### config.mk
export PLATFORM = sky130hd
export DESIGN_NAME = byte_ring_buffer
export DESIGN_NICKNAME = d
export VERILOG_FILES = /design/src/rtl/brb_pkg.sv /design/src/rtl/brb_mem.sv /design/src/rtl/brb_wrap_add.sv /design/src/rtl/byte_ring_buffer.sv
export VERILOG_INCLUDE_DIRS = /design/src /design/src/rtl
export SDC_FILE = /design/constraint.sdc
export NUM_CORES = 1
export LEC_CHECK = 0
export ABC_CLOCK_PERIOD_IN_PS = 4000
export BUFFER_PORTS_ARGS = -buffer_cell sky130_fd_sc_hd__buf_2
export CORE_MARGIN = 1.5
export CORE_UTILIZATION = 63
export DETAILED_ROUTE_END_ITERATION = 12
export GPL_TIMING_DRIVEN = 0
export HOLD_SLACK_MARGIN = 0.03
export PLACE_DENSITY = 0.8
export SLEW_MARGIN = 20
export SYNTH_ARGS = -nofsm -noshare
export SYNTH_HDL_FRONTEND = slang
export SYNTH_HIERARCHICAL = 1
export SYNTH_SLANG_ARGS = --single-unit
### constraint.sdc
create_clock -name clk -period 4 [get_ports clk]
set_input_delay 0.4 -clock clk [delete_from_list [all_inputs] [get_ports clk]]
set_output_delay 0.4 -clock clk [all_outputs]
set_load 0.03 [all_outputs]
### src/rtl/byte_ring_buffer_defines.svh
// ----------------------------------------------------------------------------
// byte_ring_buffer_defines.svh
// Assertion macros for the byte ring buffer; empty bodies when SYNTH is set.
// ----------------------------------------------------------------------------
`ifndef BYTE_RING_BUFFER_DEFINES_SVH
`define BYTE_RING_BUFFER_DEFINES_SVH

`ifndef SYNTH
// same-cycle implication
`define BRB_ASSERT_NOW(label, clk, rst, ante, cons) \
  label: assert property (@(posedge clk) disable iff (rst) (ante) |-> (cons)) \
    else $error("byte_ring_buffer assertion failed");
// next-cycle implication
`define BRB_ASSERT_NEXT(label, clk, rst, ante, cons) \
  label: assert property (@(posedge clk) disable iff (rst) (ante) |=> (cons)) \
    else $error("byte_ring_buffer assertion failed");
`else
`define BRB_ASSERT_NOW(label, clk, rst, ante, cons)
`define BRB_ASSERT_NEXT(label, clk, rst, ante, cons)
`endif

`endif

### src/rtl/brb_pkg.sv
// ----------------------------------------------------------------------------
// brb_pkg
// Command codes and request / result types of the byte ring buffer.
// ----------------------------------------------------------------------------
package brb_pkg;

  typedef enum logic [1:0] {
    CMD_PUSH  = 2'd0,
    CMD_POP   = 2'd1,
    CMD_READ  = 2'd2,
    CMD_CLEAR = 2'd3
  } cmd_t;

  localparam int unsigned CNT_W  = 6;
  localparam int unsigned BYTE_W = 8;

  typedef struct packed {
    cmd_t              cmd;
    logic [BYTE_W-1:0] data_byte;
    logic              run_end;
    logic [CNT_W-1:0]  count;
  } in_item_t;

  typedef struct packed {
    logic [BYTE_W-1:0] out_byte;
    logic [CNT_W-1:0]  done_count;
    logic              final_item;
    logic [CNT_W-1:0]  fill_level;
    logic              is_full;
    logic              is_empty;
  } out_item_t;

endpackage

### src/rtl/brb_mem.sv
// ----------------------------------------------------------------------------
// brb_mem
// Byte store: one write port, one read port with registered read data.
// ----------------------------------------------------------------------------
module brb_mem
  import brb_pkg::*;
#(
  parameter int unsigned DEPTH = 64,
  parameter int unsigned AW    = 6
) (
  input  logic              clk,
  input  logic              we,
  input  logic [AW-1:0]     waddr,
  input  logic [BYTE_W-1:0] wdata,
  input  logic              re,
  input  logic [AW-1:0]     raddr,
  output logic [BYTE_W-1:0] rdata
);

  logic [BYTE_W-1:0] store [DEPTH];

  always_ff @(posedge clk) begin
    if (we) begin
      store[waddr] <= wdata;
    end
    if (re) begin
      rdata <= store[raddr];
    end
  end

endmodule

### src/rtl/brb_wrap_add.sv
// ----------------------------------------------------------------------------
// brb_wrap_add
// Shared pointer adder: (a + b) mod DEPTH for a, b below DEPTH.
// ----------------------------------------------------------------------------
module brb_wrap_add
  import brb_pkg::*;
#(
  parameter int unsigned DEPTH = 64,
  parameter int unsigned AW    = 6
) (
  input  logic [AW-1:0] a,
  input  logic [AW-1:0] b,
  output logic [AW-1:0] sum
);

  logic [AW:0] raw;

  always_comb begin
    raw = {1'b0, a} + {1'b0, b};
    if (raw >= (AW+1)'(DEPTH)) begin
      raw = raw - (AW+1)'(DEPTH);
    end
    sum = raw[AW-1:0];
  end

endmodule

### src/rtl/byte_ring_buffer.sv
// ----------------------------------------------------------------------------
// byte_ring_buffer
// Byte ring buffer of DEPTH slots with one slot kept empty.
// ----------------------------------------------------------------------------
// Usage:
//   A request (push, pop, read or clear) is taken at a clock edge with start
//   high and busy low. Each result sits on the result port for one cycle,
//   marked by strobe; the receiver always takes it and cannot stall.
//   Push, pop and clear leave busy low: a result (if any) shows in the
//   cycle after the request, and a new request may follow at once.
//   A push not marked run_end gives no result.
//   A successful read of N bytes holds busy while it reads the store, one
//   memory read a cycle; results stream out one per cycle, the last with
//   final_item set. The next request is taken once busy is low again. The
//   byte store's registered single read port and the shared pointer adder
//   set this rate.
//   A refused read gives one result, in the cycle after the request.
//   Reset empties the buffer and clears the run count; store contents are
//   left as they were and are only reachable after being pushed again.
// ----------------------------------------------------------------------------
`include "byte_ring_buffer_defines.svh"

module byte_ring_buffer
  import brb_pkg::*;
#(
  parameter int unsigned DEPTH = 64
) (
  input  logic      clk,
  input  logic      rst,
  input  logic      start,
  output logic      busy,
  input  in_item_t  request,
  output out_item_t result,
  output logic      strobe
);

  localparam int unsigned AW = (DEPTH > 1) ? $clog2(DEPTH) : 1;
  localparam int unsigned CW = (AW > CNT_W) ? AW : CNT_W;
  localparam logic [AW-1:0] LVL_MAX = AW'(DEPTH - 1);
  localparam logic [CNT_W-1:0] RUN_MAX = '1;

  typedef enum logic {
    ST_IDLE,
    ST_READ
  } state_t;

  state_t            state;
  logic [AW-1:0]     head;
  logic [AW-1:0]     tail;
  logic [AW-1:0]     level;
  logic [CNT_W-1:0]  run_stored;
  logic [AW-1:0]     rd_addr;
  logic [CNT_W-1:0]  rd_remain;
  logic [CNT_W-1:0]  rd_count;
  out_item_t         res;
  logic              res_mem;

  logic              accept;
  logic              has_room;
  logic [CW-1:0]     cnt_ext;
  logic [CW-1:0]     lvl_ext;
  logic [AW-1:0]     pop_n;
  logic              read_ok;
  logic [CNT_W-1:0]  run_next;
  logic [AW-1:0]     lvl_after;
  logic [AW-1:0]     add_a;
  logic [AW-1:0]     add_b;
  logic [AW-1:0]     add_sum;
  logic              mem_we;
  logic              mem_re;
  logic [BYTE_W-1:0] rdata;

  assign busy     = (state != ST_IDLE);
  assign accept   = start && !busy;
  assign has_room = (level != LVL_MAX);
  assign cnt_ext  = CW'(request.count);
  assign lvl_ext  = CW'(level);
  assign pop_n    = (cnt_ext <= lvl_ext) ? AW'(cnt_ext) : level;
  assign read_ok  = (request.count != '0) && (cnt_ext <= lvl_ext);
  assign run_next = (has_room && run_stored != RUN_MAX) ? run_stored + 1'b1 : run_stored;
  assign mem_we   = accept && (request.cmd == CMD_PUSH) && has_room;
  assign mem_re   = (state == ST_READ);

  always_comb begin
    case (request.cmd)
      CMD_PUSH:  lvl_after = has_room ? level + 1'b1 : level;
      CMD_POP:   lvl_after = level - pop_n;
      CMD_READ:  lvl_after = level;
      CMD_CLEAR: lvl_after = '0;
      default:   lvl_after = level;
    endcase
  end

  // one adder serves tail advance, head advance on pop and the read walk
  always_comb begin
    add_a = tail;
    add_b = AW'(1);
    case (state)
      ST_READ: begin
        add_a = rd_addr;
      end
      default: begin
        if (request.cmd == CMD_POP) begin
          add_a = head;
          add_b = pop_n;
        end
      end
    endcase
  end

  brb_wrap_add #(.DEPTH(DEPTH), .AW(AW)) u_add (
    .a   (add_a),
    .b   (add_b),
    .sum (add_sum)
  );

  brb_mem #(.DEPTH(DEPTH), .AW(AW)) u_mem (
    .clk   (clk),
    .we    (mem_we),
    .waddr (tail),
    .wdata (request.data_byte),
    .re    (mem_re),
    .raddr (rd_addr),
    .rdata (rdata)
  );

  always_ff @(posedge clk) begin
    if (rst) begin
      state      <= ST_IDLE;
      head       <= '0;
      tail       <= '0;
      level      <= '0;
      run_stored <= '0;
      rd_remain  <= '0;
      strobe     <= 1'b0;
    end else begin
      strobe <= 1'b0;
      case (state)
        ST_IDLE: begin
          if (accept) begin
            res.out_byte   <= '0;
            res.final_item <= 1'b1;
            res.fill_level <= CNT_W'(lvl_after);
            res.is_full    <= (lvl_after == LVL_MAX);
            res.is_empty   <= (lvl_after == '0);
            res_mem        <= 1'b0;
            level          <= lvl_after;
            case (request.cmd)
              CMD_PUSH: begin
                if (has_room) begin
                  tail <= add_sum;
                end
                if (request.run_end) begin
                  strobe         <= 1'b1;
                  res.done_count <= run_next;
                  run_stored     <= '0;
                end else begin
                  run_stored <= run_next;
                end
              end
              CMD_POP: begin
                head           <= add_sum;
                strobe         <= 1'b1;
                res.done_count <= CNT_W'(pop_n);
              end
              CMD_READ: begin
                if (read_ok) begin
                  state     <= ST_READ;
                  rd_addr   <= head;
                  rd_remain <= request.count;
                  rd_count  <= request.count;
                end else begin
                  strobe         <= 1'b1;
                  res.done_count <= '0;
                end
              end
              CMD_CLEAR: begin
                head           <= tail;
                strobe         <= 1'b1;
                res.done_count <= '0;
              end
              default: begin
                state <= ST_IDLE;
              end
            endcase
          end
        end
        ST_READ: begin
          // byte arrives from the store together with this result
          rd_addr        <= add_sum;
          rd_remain      <= rd_remain - 1'b1;
          strobe         <= 1'b1;
          res_mem        <= 1'b1;
          res.out_byte   <= '0;
          res.done_count <= rd_count;
          res.final_item <= (rd_remain == CNT_W'(1));
          res.fill_level <= CNT_W'(level);
          res.is_full    <= (level == LVL_MAX);
          res.is_empty   <= (level == '0);
          if (rd_remain == CNT_W'(1)) begin
            state <= ST_IDLE;
          end
        end
        default: begin
          state <= ST_IDLE;
        end
      endcase
    end
  end

  always_comb begin
    result = res;
    if (res_mem) begin
      result.out_byte = rdata;
    end
  end

  `BRB_ASSERT_NOW(a_level_max, clk, rst, 1'b1, level <= LVL_MAX)
  `BRB_ASSERT_NOW(a_empty_ptrs, clk, rst, 1'b1, (level == '0) == (head == tail))
  `BRB_ASSERT_NOW(a_read_stream, clk, rst, strobe && !result.final_item, busy)
  `BRB_ASSERT_NEXT(a_push_level, clk, rst,
    accept && request.cmd == CMD_PUSH && has_room, level == $past(level) + 1'b1)

endmodule
### Yosys cells after proc, flatten, opt, wreduce, memory -nomap -nowiden

Memories as Yosys holds them, arrays and structs flattened. A register that Yosys moved wholly into a read port is not among the register bits.
Index checks and enable logic that the tools add are counted.

* add/subtract/negate cells: 6
* $lt $le $gt $ge: 2
* equality and inequality tests: 13
* mux-type cells: 39
* bitwise operators: 2
* reduce and logical (&&, ||, !) cells: 21

Operator list (count)
* $mux 6: 17
* $pmux 6 s4: 2
* $pmux 23 s2: 1
* $pmux 6 s2: 3
* $mux 23: 1
* $add 6x1->6 const B: 2
* $eq 6x6->1 const B: 2
* $logic_not 6->1: 2
* $ne 6x6->1 const B: 2
* $reduce_and 4->1: 3
* $sub 6x1->6 const B: 2
* $mux 1: 10
* $reduce_and 3->1: 3
* $mux 8: 1
* $add 6x6->7: 1
* $ge 7x7->1 const B: 1
* $eq 6x1->1 const B: 1
* $le 6x6->1: 1
* $ne 3x3->1 const B: 2
* $pmux 1 s2: 3
* $reduce_bool 6->1: 1
* $sub 6x6->6: 1
* $logic_and 1x1->1: 5
* $reduce_and 5->1: 1
* 11 further kinds: 15

* register bits: 68
* RAM bits: 512
* output and inout port bits: 25
* word-level logic and storage cells: 100
* memories: 1

Memory list
* u_mem.store: words 64, width 8, rd ports 1, clocked after memory_dff 1, wr ports 1, line brb_mem.sv:20 `logic [BYTE_W-1:0] store [DEPTH];`

### Depth between registers and ports, before layout

* depth in word-level cells: 8
* depth in mapped cells: 17
* gate-level depth less buffers: 15

### Cells and area by module

Netlist, hierarchy kept.

Modules (own cells, without submodules)
* brb_mem: instances 1, cells an instance 940, area an instance 20246.9 um^2
* byte_ring_buffer: instances 1, cells an instance 414, area an instance 3738.6 um^2
* brb_wrap_add: instances 1, cells an instance 19, area an instance 186.4 um^2

### Worst setup path before layout

OpenSTA, ideal clock, no wires.

* path kind: reg-to-reg
* start: register level[4]
* end: register res (netlist bit result[1]), data pin
* arrival time: 3.402 ns
* required time: 3.739 ns
* path slack: 0.338 ns
* stages on the path, launching flop included: 17
* clock period less this slack: 3.662 ns
* cells stage by stage: dfxtp_1 inv_2 ha_1 a21oi_2 a21boi_1 o32a_4 buf_6 mux2i_1 inv_1 ha_1 fa_1 nand2b_1 a21oi_1 xnor2_1 o22ai_1 o2111a_1 o311a_1

* word-level cells in the longest chain between the ends: 7

RTL lines
* start, declared: line byte_ring_buffer.sv:50 `logic [AW-1:0] level;`
* start signal, assigned: line byte_ring_buffer.sv:147 `level <= lvl_after;`
* $le 6x6->1: line byte_ring_buffer.sv:78 `assign pop_n = (cnt_ext <= lvl_ext) ? AW'(cnt_ext) : level;`
* $mux 6: line byte_ring_buffer.sv:78
* $sub 6x6->6: line byte_ring_buffer.sv:87 `CMD_POP: lvl_after = level - pop_n;`
* $pmux 6 s4: line byte_ring_buffer.sv:85 `case (request.cmd)`
* $eq 6x6->1: line byte_ring_buffer.sv:144 `res.is_full <= (lvl_after == LVL_MAX);`
* $mux 23: line byte_ring_buffer.sv:140 `if (accept) begin`
* $pmux 23 s2 *: line byte_ring_buffer.sv:138 `case (state)`
* end, declared: line byte_ring_buffer.sv:55 `out_item_t res;`

Every way passes the cells marked *; elsewhere a longest branch is shown, timed or not. The select of a mux whose other input is x is not followed.
A chain may end at the register's enable or synchronous reset.

### Final worst setup path

* start: register state (netlist: busy)
* end: memory u_mem.store[46][0] (enable)

* word-level cells in the longest chain between the ends: 6

RTL lines
* start, declared: line byte_ring_buffer.sv:47 `state_t state;`
* start signal, assigned: line byte_ring_buffer.sv:129 `state <= ST_IDLE;`
* start signal, assigned: line byte_ring_buffer.sv:168 `state <= ST_READ;`
* start signal, assigned: line byte_ring_buffer.sv:183 `state <= ST_IDLE;`
* $logic_not 1->1: line byte_ring_buffer.sv:74 `assign accept = start && !busy;`
* $logic_and 1x1->1: line byte_ring_buffer.sv:74
* $logic_and 1x1->1 (2 in a row): line byte_ring_buffer.sv:81 `assign mem_we = accept && (request.cmd == CMD_PUSH) && has_room;`
* via mem_we: line byte_ring_buffer.sv:69 `logic mem_we;`
* $mux 1: line brb_mem.sv:23 `if (we) begin`
* $mux 1 (implied by the code): line brb_mem.sv:24 `store[waddr] <= wdata;`
* end, declared: line brb_mem.sv:20

The timed path passes the listed nets, and every way through them passes these cells.

==> flow_summary_export.csv <==
group,metric,value,unit
route,ant_nets,0,
floorplan,num_rows,71,
pwr,p_leak,8.74,nW
timing,tightest_slew,1170,ps
cts,cts_tree,"yes",
timing,max_freq,0.254,GHz
worst_setup_path,critPathMaxFanout,13,
route,drc_errors,0,
global_routing,grt_use_met3,7.09,%
pwr,fin_total_pwr,12.5,mW
synth,synth_area_per_cell,17.6,um2
synth,synth_fa_ha_area_share,1.25,%
layout,area_growth,11.6,%
pwr,peakVddDrop,0.369,mV
worst_setup_path,cp-start-kind,"flop",
synth,ys.flop_type,"edfxtp_1",
synth,ys_seq_area_share,70.7,%
cts,cts.sinks,580,
synth,yosysTopAreaCellShare,68.1,%
hold_path,hp-class,"in -> reg",
floorplan,fp.dieW,199,um
synth,synth_top_family_by_area,"multiplexers",
pwr,power.density,465,mW/mm2
route,wl,60700,um
route,via_per_inst,6.85,
worst_setup_path,required,4250,ps
synth,yosys_warnings,6,
global_routing,use_met2,50.2,%
layout,final_net_count,1521,
layout,drive_gt1_share,23.5,%
place,place.gp.congestion,0.960,
global_routing,grt_max_degree,65,
cts,h-tree-depth,2,
timing,max_slew_margin,21.7,%
synth,synthArstFlopShare,0,%
route,drtIter0Drc,1802,
floorplan,start_util,64.0,%
cts,numCtsBuffers,55,
synth,synth_seq_cells,580,
route,drt_first_pass_iters,6,
synth,yosysMostFrequentCell,"edfxtp_1",
worst_setup_path,slowest_delay,900,ps
synth,synth_simple_gate_area_share,5.88,%
synth,synth-edff-count,548,
global_routing,grt_pass1_vias,13643,
place,dp_hpwl,38200,um
route,vias,13938,
synth,syn_inst,1373,
floorplan,io_pins,45,
timing,hold_violations,0,
layout,antenna_cells,0,
synth,synth_compound_area_share,4.89,%
floorplan,die_height,199,um
place,port_buffers,43,
route,routedWlPerCell,29.8,um
cts,cts.path.max_buffers,3,
worst_setup_path,crit_path_end_kind,"flop",
synth,synth.distinct_cells,74,
worst_setup_path,critPathSlowestCell,"nor2_1",
synth,syn-num-nets,1416,
layout,design_area,0.0270,mm2
global_routing,grt.total_usage,31.7,%
synth,synth_xor_area_share,0.580,%
synth,synth_mux_area_share,14.6,%
status,status,"completed",
global_routing,grt.overflow.total,0,
worst_setup_path,crit_arrival,4180,ps
timing,post-route-min-period,3940,ps
synth,synth.area.top_cells,"edfxtp_1 68%, mux4_2 12%, dfxtp_1 2.7%",
synth,synth_area_leader_cell,"edfxtp_1",
place,place_area,0.0250,mm2
timing,period_share,98.4,%
cts,clk_pin_slew,60,ps
worst_setup_path,critPathKind,"reg -> reg",
global_routing,grt_pass1_wl,88400,um
timing,clock_skew,17.8,ps
floorplan,coreArea,0.0378,mm2
cts,cts_root_buffer,"clkbuf_16",
floorplan,die_area,0.0396,mm2
worst_setup_path,critical_path.cell_chain,"nand2b_1 -> nor2_1 -> o21ai_1 -> inv_1 -> nor2b_1 -> nand3_1 -> nor2_1",
worst_setup_path,cpMostUsedCell,"nor2_1",
timing,slew_viol_final,0,
timing,finalSetupViolCount,0,
global_routing,use_met1,43.0,%
global_routing,antenna_found_initial,0,
global_routing,grt_busiest_layer,"met2",
synth,synth_common_cells,"548 x edfxtp_1, 128 x nor2_1, 126 x mux4_2, 64 x nand2_1, 42 x mux2i_1",
cts,clock_latency,610,ps
flow_run,drv_cap,0,
synth,synth_area,0.0242,mm2
==> timing repair <==
action / CTS / global route
buffers inserted: 0 / 3
resized for setup: 14 / 18
pin swaps: 1 / 3
hold buffers: 2 / 0
cloned: 0 / 0
endpoints found under the hold margin: 2 / 0
endpoints found under the setup margin: 20 / 23
==> where the power goes <==
part           leakage, nW  switching (mW)  total (mW)  internal [mW]
registers             5.20          0.0326        6.71           6.68
logic                 2.68           0.490       0.761          0.271
clock network        0.855            2.26        5.08           2.82
==> registers in the layout, summed over array words and instances (netlist names) <==
name         cells
strobe           1
busy             1
rd_count         6
res_mem          1
tail             6
run_stored       6
head             6
level            6
rd_addr          6
u_mem/store    512
result          15
u_mem/rdata      8
rd_remain        6
==> metal layers <==
layer  wire [um]  part of all wire [%]
met1       22000                    36
met4        2890                   4.8
met3        6770                    11
met5           0                     0
met2       29100                    48
==> worst paths after layout <==
kind,to,cells past startpoint,slack [ps],start
worst min-delay path,rd_count[3],1,100,request[3]
worst min register to register,tail[2],2,510,tail[2]
worst max-delay path,u_mem/store[46][0],7,60,busy
worst max register to register,u_mem/store[46][0],7,60,busy
==> cell families after synthesis <==
| kind of cell | Yosys count |
|---|---|
| and+or+nand+nor | 306 |
| DFF | 580 |
| muxes | 191 |
| adders and majority gates | 23 |
| buffers and inverters | 93 |
| xor gates and xnor gates | 16 |
| AOI/OAI and AO/OA | 164 |
==> critical path, delay by kind of cell, from the launching register on <==
| kind | cells | cell delay [ps] |
|---|---|---|
| and+or+nand+nor | 5 | 2370 |
| buffers and inverters | 1 | 410 |
| AOI/OAI and AO/OA | 1 | 310 |
| DFF | 1 | 480 |
==> cells in the final DEF, fill, tap and decap left out, types with 15 or more instances in the layout <==
| cell type | synthesis | layout |
|---|---|---|
| a21oi_1 | 34 | 31 |
| buf_2 | 18 | 50 |
| buf_4 | 13 | 25 |
| clkbuf_1 | 32 | 34 |
| clkbuf_16 | 0 | 55 |
| dfxtp_1 | 32 | 28 |
| edfxtp_1 | 548 | 548 |
| ha_1 | 21 | 19 |
| inv_1 | 17 | 15 |
| mux2_2 | 21 | 21 |
| mux2i_1 | 42 | 41 |
| mux4_2 | 126 | 126 |
| nand2_1 | 64 | 64 |
| nand3_1 | 24 | 24 |
| nor2_1 | 128 | 126 |
| nor2b_1 | 16 | 16 |
| o21ai_0 | 16 | 16 |
==> stage by stage <==
stage               instances  hold slack, ps  setup WS (ps)  utilization [%]  TNS, ps
CTS                      2032            69.9          0.924             71.1        0
global route             2035            73.8          -7.62             71.4    -33.7
floorplan                1373             460            338                -        0
finish                   2035            98.4           64.6             71.4        0
detailed placement       1927             491           -422             66.3    -3420
global placement         1927             479           -373             66.3    -2460
==> area by class of cell <==
class / instances / area (um2)
sequential: 580 / 17100
fill: 2302 / 10800
multi-input combinational: 700 / 6660
clock buffer: 61 / 1410
tap: 511 / 639
buffer: 74 / 450
clock inverter: 42 / 354
timing repair buffer: 48 / 278
inverter: 19 / 75.1
(Power assumes the default switching activity.)
